[config.mk]
export PLATFORM = sky130hd
export DESIGN_NAME = lfu_cache_table_top
export DESIGN_NICKNAME = d
export VERILOG_FILES = /design/src/design/lfu_pkg.sv /design/src/design/lfu_cache_table_top.sv /design/src/design/lfu_ram.sv
export SDC_FILE = /design/constraint.sdc
export NUM_CORES = 2
export LEC_CHECK = 0
export BUFFER_PORTS_ARGS = -buffer_cell sky130_fd_sc_hd__buf_2
export CORE_UTILIZATION = 25
export CTS_BUF_LIST = sky130_fd_sc_hd__clkbuf_16
export DETAILED_ROUTE_END_ITERATION = 10
export PLACE_DENSITY_LB_ADDON = 0.15
export SLEW_MARGIN = 30
export SYNTH_ARGS = -nofsm -noshare
export SYNTH_HDL_FRONTEND = slang
export SYNTH_SLANG_ARGS = --single-unit
[constraint.sdc]
create_clock -name clk -period 14.2 [get_ports clk]
set_input_delay 0.71 -clock clk [delete_from_list [all_inputs] [get_ports clk]]
set_output_delay 0.71 -clock clk [all_outputs]
set_load 0.01 [all_outputs]
[src/design/lfu_pkg.sv]
// Shared constants for the LFU cache table: field widths, reset values and codes.
// No dependencies; used by lfu_cache_table_top.
`default_nettype none

package lfu_pkg;

	localparam int CAPACITY_DEF = 16;

	localparam int KEY_W = 32;
	localparam int VAL_W = 32;
	localparam int CNT_W = 32;
	localparam int CFG_W = 5;

	localparam logic [CFG_W-1:0] CAP_RESET = 5'd16;

	localparam logic MODE_GET = 1'b0;
	localparam logic MODE_PUT = 1'b1;

	localparam logic [VAL_W-1:0] MISS_VALUE = '1;
	localparam logic [CNT_W-1:0] COUNT_MAX  = '1;
	localparam logic [CNT_W-1:0] COUNT_INIT = 32'd1;

endpackage

`default_nettype wire

[src/design/lfu_cache_table_top.sv]
// Top level of the LFU cache table: sequencer, scan/update datapath, valid bits, registers.
// Depends on lfu_pkg and lfu_ram.
`default_nettype none

// Channel    Direction  Handshake                      Payload
// ---------  ---------  -----------------------------  ---------------------------------------
// command    in         start high while busy low      mode, key, value
// result     out        done high for one cycle        hit, read_value, evicted, evicted_key
// config     in         cfg_we high (no wait)          cfg_wdata (capacity)
//
// Each command runs two sequential passes over the entry table through its single
// read port: a lookup pass (key match, victim search, first free slot) and, when the
// table changes, an update pass (recency ranks, counts, new entry).
// A get miss or a put with capacity zero ends after the lookup pass; every other command
// also runs the update pass.
// done is high in the first cycle with busy low; a new command may be started in that cycle.
// arst_n clears the valid bits, the occupancy count and the sequencer; capacity resets
// to 16. The receiver cannot stall; the result ports hold their values until the next command.

module lfu_cache_table_top #(
	parameter int CAPACITY = lfu_pkg::CAPACITY_DEF
) (
	input  wire logic                              clk,
	input  wire logic                              arst_n,
	input  wire logic                              start,
	output logic                                   busy,
	input  wire logic                              mode,
	input  wire logic signed [lfu_pkg::KEY_W-1:0]  key,
	input  wire logic signed [lfu_pkg::VAL_W-1:0]  value,
	input  wire logic                              cfg_we,
	input  wire logic        [lfu_pkg::CFG_W-1:0]  cfg_wdata,
	output logic                                   done,
	output logic                                   hit,
	output logic signed      [lfu_pkg::VAL_W-1:0]  read_value,
	output logic                                   evicted,
	output logic signed      [lfu_pkg::KEY_W-1:0]  evicted_key
);

	localparam int IDX_W  = (CAPACITY > 1) ? $clog2(CAPACITY) : 1;
	localparam int RANK_W = IDX_W;
	localparam int OCC_W  = $clog2(CAPACITY + 1);
	localparam int CMP_W  = (OCC_W > lfu_pkg::CFG_W) ? OCC_W : lfu_pkg::CFG_W;
	localparam logic [IDX_W-1:0] LAST_IDX = IDX_W'(CAPACITY - 1);
	localparam logic [CMP_W-1:0] CAP_LIM  = CMP_W'(CAPACITY);

	typedef struct packed {
		logic [lfu_pkg::KEY_W-1:0] key;
		logic [lfu_pkg::VAL_W-1:0] val;
		logic [lfu_pkg::CNT_W-1:0] cnt;
		logic [RANK_W-1:0]         rank;
	} entry_t;

	localparam int ENTRY_W = $bits(entry_t);

	typedef enum logic [2:0] {
		ST_IDLE,
		ST_SCAN,
		ST_PLAN,
		ST_DECIDE,
		ST_UPDATE,
		ST_FLUSH
	} state_t;

	typedef enum logic {
		UPD_TOUCH,
		UPD_INSERT
	} upd_t;

	state_t                       state_q;
	logic [lfu_pkg::CFG_W-1:0]    capacity_q;
	logic [CAPACITY-1:0]          valid_q;
	logic [OCC_W-1:0]             occ_q;

	logic                         mode_q;
	logic [lfu_pkg::KEY_W-1:0]    key_q;
	logic [lfu_pkg::VAL_W-1:0]    value_q;

	logic [IDX_W-1:0]             idx_q;
	logic                         rd_act_s1;
	logic                         rd_upd_s1;
	logic [IDX_W-1:0]             rd_idx_s1;

	logic                         hit_found_q;
	logic [IDX_W-1:0]             hit_idx_q;
	logic [RANK_W-1:0]            hit_rank_q;
	logic [lfu_pkg::VAL_W-1:0]    hit_val_q;

	logic                         vic_found_q;
	logic [IDX_W-1:0]             vic_idx_q;
	logic [lfu_pkg::CNT_W-1:0]    vic_cnt_q;
	logic [RANK_W-1:0]            vic_rank_q;
	logic [lfu_pkg::KEY_W-1:0]    vic_key_q;

	logic                         free_found_q;
	logic [IDX_W-1:0]             free_idx_q;

	upd_t                         upd_q;
	logic                         evict_q;
	logic [IDX_W-1:0]             tgt_idx_q;
	logic [RANK_W-1:0]            ref_rank_q;

	logic                         done_q;
	logic                         hit_q;
	logic [lfu_pkg::VAL_W-1:0]    rdval_q;
	logic                         ev_q;
	logic [lfu_pkg::KEY_W-1:0]    evk_q;

	logic [ENTRY_W-1:0]           mem_rdata;
	logic [ENTRY_W-1:0]           mem_wdata;
	logic                         mem_we;
	entry_t                       rd_ent;
	entry_t                       wr_ent;

	logic                         rd_valid;
	logic                         key_match;
	logic                         vic_better;
	logic                         tgt_sel;
	logic                         rank_inc;
	logic [RANK_W-1:0]            rank_next;
	logic [lfu_pkg::CNT_W-1:0]    cnt_next;

	logic [CMP_W-1:0]             cap_ext;
	logic [CMP_W-1:0]             cap_eff;
	logic                         full;
	logic [IDX_W-1:0]             ins_slot;

	// Entry table: one word per slot, read once per cycle during each pass.
	lfu_ram #(
		.WIDTH(ENTRY_W),
		.DEPTH(CAPACITY)
	) u_table (
		.clk  (clk),
		.we   (mem_we),
		.waddr(rd_idx_s1),
		.wdata(mem_wdata),
		.raddr(idx_q),
		.rdata(mem_rdata)
	);

	// Lookup pass compare logic on the word returned for slot rd_idx_s1.
	always_comb begin
		rd_ent     = entry_t'(mem_rdata);
		rd_valid   = valid_q[rd_idx_s1];
		key_match  = rd_valid && (rd_ent.key == key_q);
		// Lowest count wins; on equal counts the older (higher) rank wins.
		vic_better = rd_valid && (!vic_found_q || (rd_ent.cnt < vic_cnt_q) ||
			((rd_ent.cnt == vic_cnt_q) && (rd_ent.rank > vic_rank_q)));
	end

	// Update pass: shared rank adjust unit and write-back word.
	always_comb begin
		tgt_sel = (rd_idx_s1 == tgt_idx_q);
		if (upd_q == UPD_TOUCH) begin
			// Entries newer than the touched one age by one.
			rank_inc = (rd_ent.rank < ref_rank_q);
		end else begin
			// Eviction closes the victim's gap, the insert pushes everyone back:
			// entries older than the victim keep their rank, the rest age by one.
			rank_inc = !(evict_q && (rd_ent.rank > ref_rank_q));
		end
		rank_next = rd_ent.rank + RANK_W'(rank_inc);
		cnt_next  = (rd_ent.cnt == lfu_pkg::COUNT_MAX) ? rd_ent.cnt
			: rd_ent.cnt + lfu_pkg::CNT_W'(1);

		wr_ent = rd_ent;
		if (tgt_sel) begin
			wr_ent.key  = key_q;
			wr_ent.rank = '0;
			if (upd_q == UPD_TOUCH) begin
				wr_ent.val = (mode_q == lfu_pkg::MODE_PUT) ? value_q : rd_ent.val;
				wr_ent.cnt = cnt_next;
			end else begin
				wr_ent.val = value_q;
				wr_ent.cnt = lfu_pkg::COUNT_INIT;
			end
		end else begin
			wr_ent.rank = rank_next;
		end
		mem_wdata = ENTRY_W'(wr_ent);
		mem_we    = rd_act_s1 && rd_upd_s1 && (tgt_sel || rd_valid);
	end

	// Replacement decision from the lookup results.
	always_comb begin
		cap_ext  = CMP_W'(capacity_q);
		cap_eff  = (cap_ext > CAP_LIM) ? CAP_LIM : cap_ext;
		full     = (CMP_W'(occ_q) >= cap_eff);
		// After an eviction the lowest free slot is the lower of the old free slot and
		// the victim.
		ins_slot = (free_found_q && (!full || (free_idx_q < vic_idx_q))) ? free_idx_q
			: vic_idx_q;
	end

	always_ff @(posedge clk or negedge arst_n) begin
		if (!arst_n) begin
			state_q      <= ST_IDLE;
			capacity_q   <= lfu_pkg::CAP_RESET;
			valid_q      <= '0;
			occ_q        <= '0;
			rd_act_s1    <= 1'b0;
			rd_upd_s1    <= 1'b0;
			hit_found_q  <= 1'b0;
			vic_found_q  <= 1'b0;
			free_found_q <= 1'b0;
			done_q       <= 1'b0;
		end else begin
			done_q    <= 1'b0;
			rd_act_s1 <= 1'b0;

			if (cfg_we) begin
				capacity_q <= cfg_wdata;
			end

			// Lookup pass: collect match, victim and first free slot.
			if (rd_act_s1 && !rd_upd_s1) begin
				if (key_match && !hit_found_q) begin
					hit_found_q <= 1'b1;
					hit_idx_q   <= rd_idx_s1;
					hit_rank_q  <= rd_ent.rank;
					hit_val_q   <= rd_ent.val;
				end
				if (vic_better) begin
					vic_found_q <= 1'b1;
					vic_idx_q   <= rd_idx_s1;
					vic_cnt_q   <= rd_ent.cnt;
					vic_rank_q  <= rd_ent.rank;
					vic_key_q   <= rd_ent.key;
				end
				if (!rd_valid && !free_found_q) begin
					free_found_q <= 1'b1;
					free_idx_q   <= rd_idx_s1;
				end
			end

			case (state_q)
				ST_IDLE: begin
					if (start) begin
						mode_q       <= mode;
						key_q        <= key;
						value_q      <= value;
						idx_q        <= '0;
						hit_found_q  <= 1'b0;
						vic_found_q  <= 1'b0;
						free_found_q <= 1'b0;
						state_q      <= ST_SCAN;
					end
				end
				ST_SCAN: begin
					rd_act_s1 <= 1'b1;
					rd_upd_s1 <= 1'b0;
					rd_idx_s1 <= idx_q;
					if (idx_q == LAST_IDX) begin
						state_q <= ST_PLAN;
					end else begin
						idx_q <= idx_q + IDX_W'(1);
					end
				end
				ST_PLAN: begin
					// Drain the last lookup word.
					state_q <= ST_DECIDE;
				end
				ST_DECIDE: begin
					idx_q   <= '0;
					hit_q   <= hit_found_q;
					rdval_q <= '0;
					ev_q    <= 1'b0;
					evk_q   <= '0;
					if (mode_q == lfu_pkg::MODE_GET) begin
						if (hit_found_q) begin
							rdval_q    <= hit_val_q;
							upd_q      <= UPD_TOUCH;
							evict_q    <= 1'b0;
							tgt_idx_q  <= hit_idx_q;
							ref_rank_q <= hit_rank_q;
							state_q    <= ST_UPDATE;
						end else begin
							rdval_q <= lfu_pkg::MISS_VALUE;
							done_q  <= 1'b1;
							state_q <= ST_IDLE;
						end
					end else if (capacity_q == '0) begin
						// Put with capacity zero: leave the table alone.
						done_q  <= 1'b1;
						state_q <= ST_IDLE;
					end else if (hit_found_q) begin
						upd_q      <= UPD_TOUCH;
						evict_q    <= 1'b0;
						tgt_idx_q  <= hit_idx_q;
						ref_rank_q <= hit_rank_q;
						state_q    <= ST_UPDATE;
					end else begin
						upd_q      <= UPD_INSERT;
						evict_q    <= full;
						tgt_idx_q  <= ins_slot;
						ref_rank_q <= vic_rank_q;
						ev_q       <= full;
						evk_q      <= full ? vic_key_q : '0;
						if (full) begin
							valid_q[vic_idx_q] <= 1'b0;
						end else begin
							occ_q <= occ_q + OCC_W'(1);
						end
						valid_q[ins_slot] <= 1'b1;
						state_q           <= ST_UPDATE;
					end
				end
				ST_UPDATE: begin
					rd_act_s1 <= 1'b1;
					rd_upd_s1 <= 1'b1;
					rd_idx_s1 <= idx_q;
					if (idx_q == LAST_IDX) begin
						state_q <= ST_FLUSH;
					end else begin
						idx_q <= idx_q + IDX_W'(1);
					end
				end
				ST_FLUSH: begin
					// Write back the last word, then report.
					done_q  <= 1'b1;
					state_q <= ST_IDLE;
				end
				default: begin
					state_q <= ST_IDLE;
				end
			endcase
		end
	end

	assign busy        = (state_q != ST_IDLE);
	assign done        = done_q;
	assign hit         = hit_q;
	assign read_value  = rdval_q;
	assign evicted     = ev_q;
	assign evicted_key = evk_q;

`ifndef SYNTHESIS
	a_occ_matches_valid: assert property (@(posedge clk) disable iff (!arst_n)
		int'(occ_q) == $countones(valid_q))
		else $error("occupancy count disagrees with valid bits");

	a_start_goes_busy: assert property (@(posedge clk) disable iff (!arst_n)
		(start && !busy) |=> busy)
		else $error("accepted command did not raise busy");

	a_done_after_busy: assert property (@(posedge clk) disable iff (!arst_n)
		done |-> $past(busy))
		else $error("result strobe without a command in flight");

	a_evict_only_on_miss: assert property (@(posedge clk) disable iff (!arst_n)
		(done && evicted) |-> !hit)
		else $error("eviction reported on a hit");
`endif

endmodule

`default_nettype wire

[src/design/lfu_ram.sv]
// Generic simple dual-port RAM: one write port, one read port, registered read data.
// No dependencies.
`default_nettype none

module lfu_ram #(
	parameter int WIDTH = 8,
	parameter int DEPTH = 16,
	localparam int AW = (DEPTH > 1) ? $clog2(DEPTH) : 1
) (
	input  wire logic             clk,
	input  wire logic             we,
	input  wire logic [AW-1:0]    waddr,
	input  wire logic [WIDTH-1:0] wdata,
	input  wire logic [AW-1:0]    raddr,
	output logic      [WIDTH-1:0] rdata
);

	logic [WIDTH-1:0] mem_q [DEPTH];
	logic [WIDTH-1:0] rdata_q;

	always_ff @(posedge clk) begin
		if (we) begin
			mem_q[waddr] <= wdata;
		end
		rdata_q <= mem_q[raddr];
	end

	assign rdata = rdata_q;

endmodule

`default_nettype wire
==> impl_metrics.json <==
{
  "status": "completed",
  "gp_congestion": 0.726,
  "placedCellCount": 7494,
  "fillers": 29400,
  "ys_async_sr_fraction_pct": 1.75,
  "r2r_end": "u_table.mem_q[6][46]",
  "slew_headroom_pct": 32.8,
  "grt_max_degree": 123,
  "clk_pin_slew_ps": 60,
  "end_kind": "flip-flop",
  "ys_warn_count": 0,
  "avgViaCountPerCell": 4.48,
  "hpwl_um": 104000,
  "postLayoutCoreUtil_pct": 29.6,
  "whs_endpoint": "key_q[1]",
  "synth_top_flop_cell": "edfxtp_1",
  "ff_latch_area_sq_um": 58900,
  "syn_area_sq_um": 76300,
  "ys_types": 66,
  "syn_nets": 3572,
  "tns_ps": 0,
  "drive_above_1_share_pct": 29.2,
  "yosysMostFrequentCell": "edfxtp_1",
  "yosysTopAreaCell": "edfxtp_1",
  "antenna_left": 0,
  "cap_violations": 0,
  "pre_cts_slack_ps": 8670,
  "synth_edf_count": 1865,
  "period_share_pct": 37.7,
  "start_kind": "flip-flop",
  "port_buffers": 141,
  "antenna_found_initial": 13,
  "vdd_drop_max_v": 0.000122,
  "drv_slew": 0,
  "setup_ws_ps": 8840,
  "synth.area.top_cells": "edfxtp_1 73%, mux4_2 15%, dfxtp_1 2.6%",
  "rows": 202,
  "ys_top_cells_by_count": "1865 x edfxtp_1, 504 x mux4_2, 100 x dfxtp_1",
  "worstPathRequired_ps": 14660,
  "r2r_setup_slack_ps": 8840,
  "cts_buffer_depth": 4,
  "coreArea_sq_um": 303000,
  "worstReg2RegStart": "rd_idx_s1[0]",
  "grt_usage_pct": 13.3,
  "die_h_um": 554,
  "setup_viol": 0,
  "seq_area_frac_synth_pct": 77.2,
  "hold_viol": 0,
  "grt_pass1_wl_um": 294000,
  "multi_input_area_sq_um": 16600,
  "vias": 35600,
  "critPathKind": "reg -> reg",
  "overflow": 0,
  "start_util_pct": 25.2,
  "first_pass_iters": 5,
  "clk_latency_ps": 850,
  "drc": 0,
  "whs_ps": 88.2,
  "htree_levels": 4,
  "cts_tree": "built",
  "fin_worst_skew_ps": 29.7,
  "syn_inst": 3445,
  "grt_pass1_vias": 38100,
  "avgSynthCellArea_sq_um": 22.1,
  "power.density_nw_per_um2": 193,
  "drtIter0Drc": 2407,
  "tightest_slew_ps": 1010,
  "die_w_um": 554,
  "synth-seq-cells": 2000,
  "clock-sinks": 2000,
  "synthToLayoutAreaGrowth_pct": 17.6,
  "wl_per_cell_um": 25.9,
  "final_nets": 3919,
  "p_leak_nw": 28.3,
  "hold_class": "in -> reg",
  "yosysTopAreaCellShare_pct": 73.4,
  "cts_inserted_buffers": 218,
  "crit_arrival_ps": 5820,
  "dieArea_sq_um": 307000,
  "root_buffer": "clkbuf_16",
  "reg2regPathDepth": 9,
  "holdPathStages": 1,
  "fmax_mhz": 187,
  "rsz0062_at_grt": "no",
  "period_needed_ps": 5360,
  "io_pins": 142,
  "hold_start": "key[1]",
  "stdcell_count": 7953,
  "cp_max_fo": 37,
  "drt-total-wl_um": 206000
}
[metal layers]
metal  global-route usage [%]  vias to the layer above  wire length, um
met5                        0                        -               23
met4                     3.04                        4             3960
met3                     1.73                      279             6820
met2                     22.4                      653           102000
met1                     18.1                    19600            93500
li1                         -                    15100                -
[worst max path at each step]
stage            startpoint                   end  slack, ps  cells after the start
2_1_floorplan  rd_idx_s1[0]   u_table.mem_q[7][0]       1650                      6
3_3_place_gp   rd_idx_s1[0]  u_table.mem_q[6][52]       8650                      9
3_5_place_dp   rd_idx_s1[0]  u_table.mem_q[6][52]       8670                      9
4_1_cts        rd_idx_s1[0]  u_table.mem_q[6][49]       8660                      9
5_1_grt        rd_idx_s1[0]  u_table.mem_q[6][47]       8550                      9
6_report       rd_idx_s1[0]  u_table.mem_q[6][46]       8840                      9
[state kept, by name (all words and copies together), names as in the netlist, 5 cells and up]
register       count
hit_val_q         32
valid_q           16
u_table.rdata    100
vic_cnt_q         32
u_table.mem_q   1600
value_q           32
read_value        32
vic_key_q         32
evicted_key       32
key_q             32
cap_ext            5
occ_q              5
[power breakdown]
part           switching (mW)  internal (mW)
sequential              0.301           7.57
clock                    2.33           3.12
combinational            2.31           1.64
[stage by stage]
| step | cell area (sq um) | total power, mW |
|---|---|---|
| global route | 89700 | 18.1 |
| CTS | 89600 | 17.6 |
| detailed placement | 82300 | 12.0 |
| finish | 89700 | 17.3 |
| global placement | 82200 | 12.0 |
| floorplan | 76300 | 10.6 |
[layout by cell type (no fill, tap or decap), types with 7 or more instances in the layout]
cell / synthesis / final
mux2i_2: 0 / 10
nand2_1: 77 / 77
a31oi_1: 7 / 7
or4_1: 11 / 11
or3_1: 11 / 11
dfxtp_1: 100 / 100
mux4_2: 504 / 504
o31ai_1: 7 / 7
dlygate4sd3_1: 0 / 54
clkinv_2: 0 / 42
nor2_1: 38 / 35
a21oi_1: 69 / 58
nand4_1: 32 / 32
bufinv_16: 0 / 18
a21o_1: 7 / 7
nor4_1: 18 / 14
nor3_2: 0 / 12
a21oi_2: 0 / 11
and2_1: 42 / 40
buf_12: 0 / 10
buf_2: 49 / 141
clkbuf_16: 0 / 220
ha_1: 53 / 53
dfrtp_1: 34 / 33
o211ai_1: 16 / 16
inv_1: 83 / 132
nand3_1: 25 / 25
mux2_2: 70 / 70
nand2b_1: 24 / 24
nor3_1: 20 / 8
o21ai_0: 33 / 33
xor2_1: 7 / 7
a211oi_1: 12 / 11
clkinv_1: 2 / 60
edfxtp_1: 1865 / 1865
buf_4: 4 / 73
xnor2_1: 39 / 38
nor2b_1: 10 / 8
[what timing repair did]
action | CTS | global route
setup buffers | 0 | 0
gates resized for setup | 0 | 0
hold endpoints to repair | 87 | 0
hold buffers | 54 | 0
[layout make-up]
cell class	count	share of cell area [%]
antenna	3	0.00837
clock buffer	220	6.14
clock inverter	180	1.43
inverter	85	0.356
multi-input combinational	1202	18.5
sequential	2000	65.7
tap	3978	5.55
timing repair buffer	285	2.35
[kinds of logic (layout without fill, tap and decap cells)]
kind of cell             Yosys count  in the layout  synth area share (%)
AO/OA/AOI/OAI                    184            184                  1.56
buffers and inverters            243            770                  1.33
XOR/XNOR                          46             46                 0.528
AND/OR/NAND/NOR                  330            330                  2.38
other                              0              3                     0
flip-flops                      2000           2000                  77.2
adder cells (fa/ha/maj)           53             53                 0.870
multiplexers                     589            589                  16.1
[critical path, stage by stage, from the launching register on]
cell	delay, ps
edfxtp_1	650
mux4_2	450
mux2i_1	100
mux2i_1	630
nor2_1	110
buf_4	250
nor3_2	390
buf_4	760
buf_4	730
buf_4	780
Note: power is estimated with default switching activity, not from simulation.
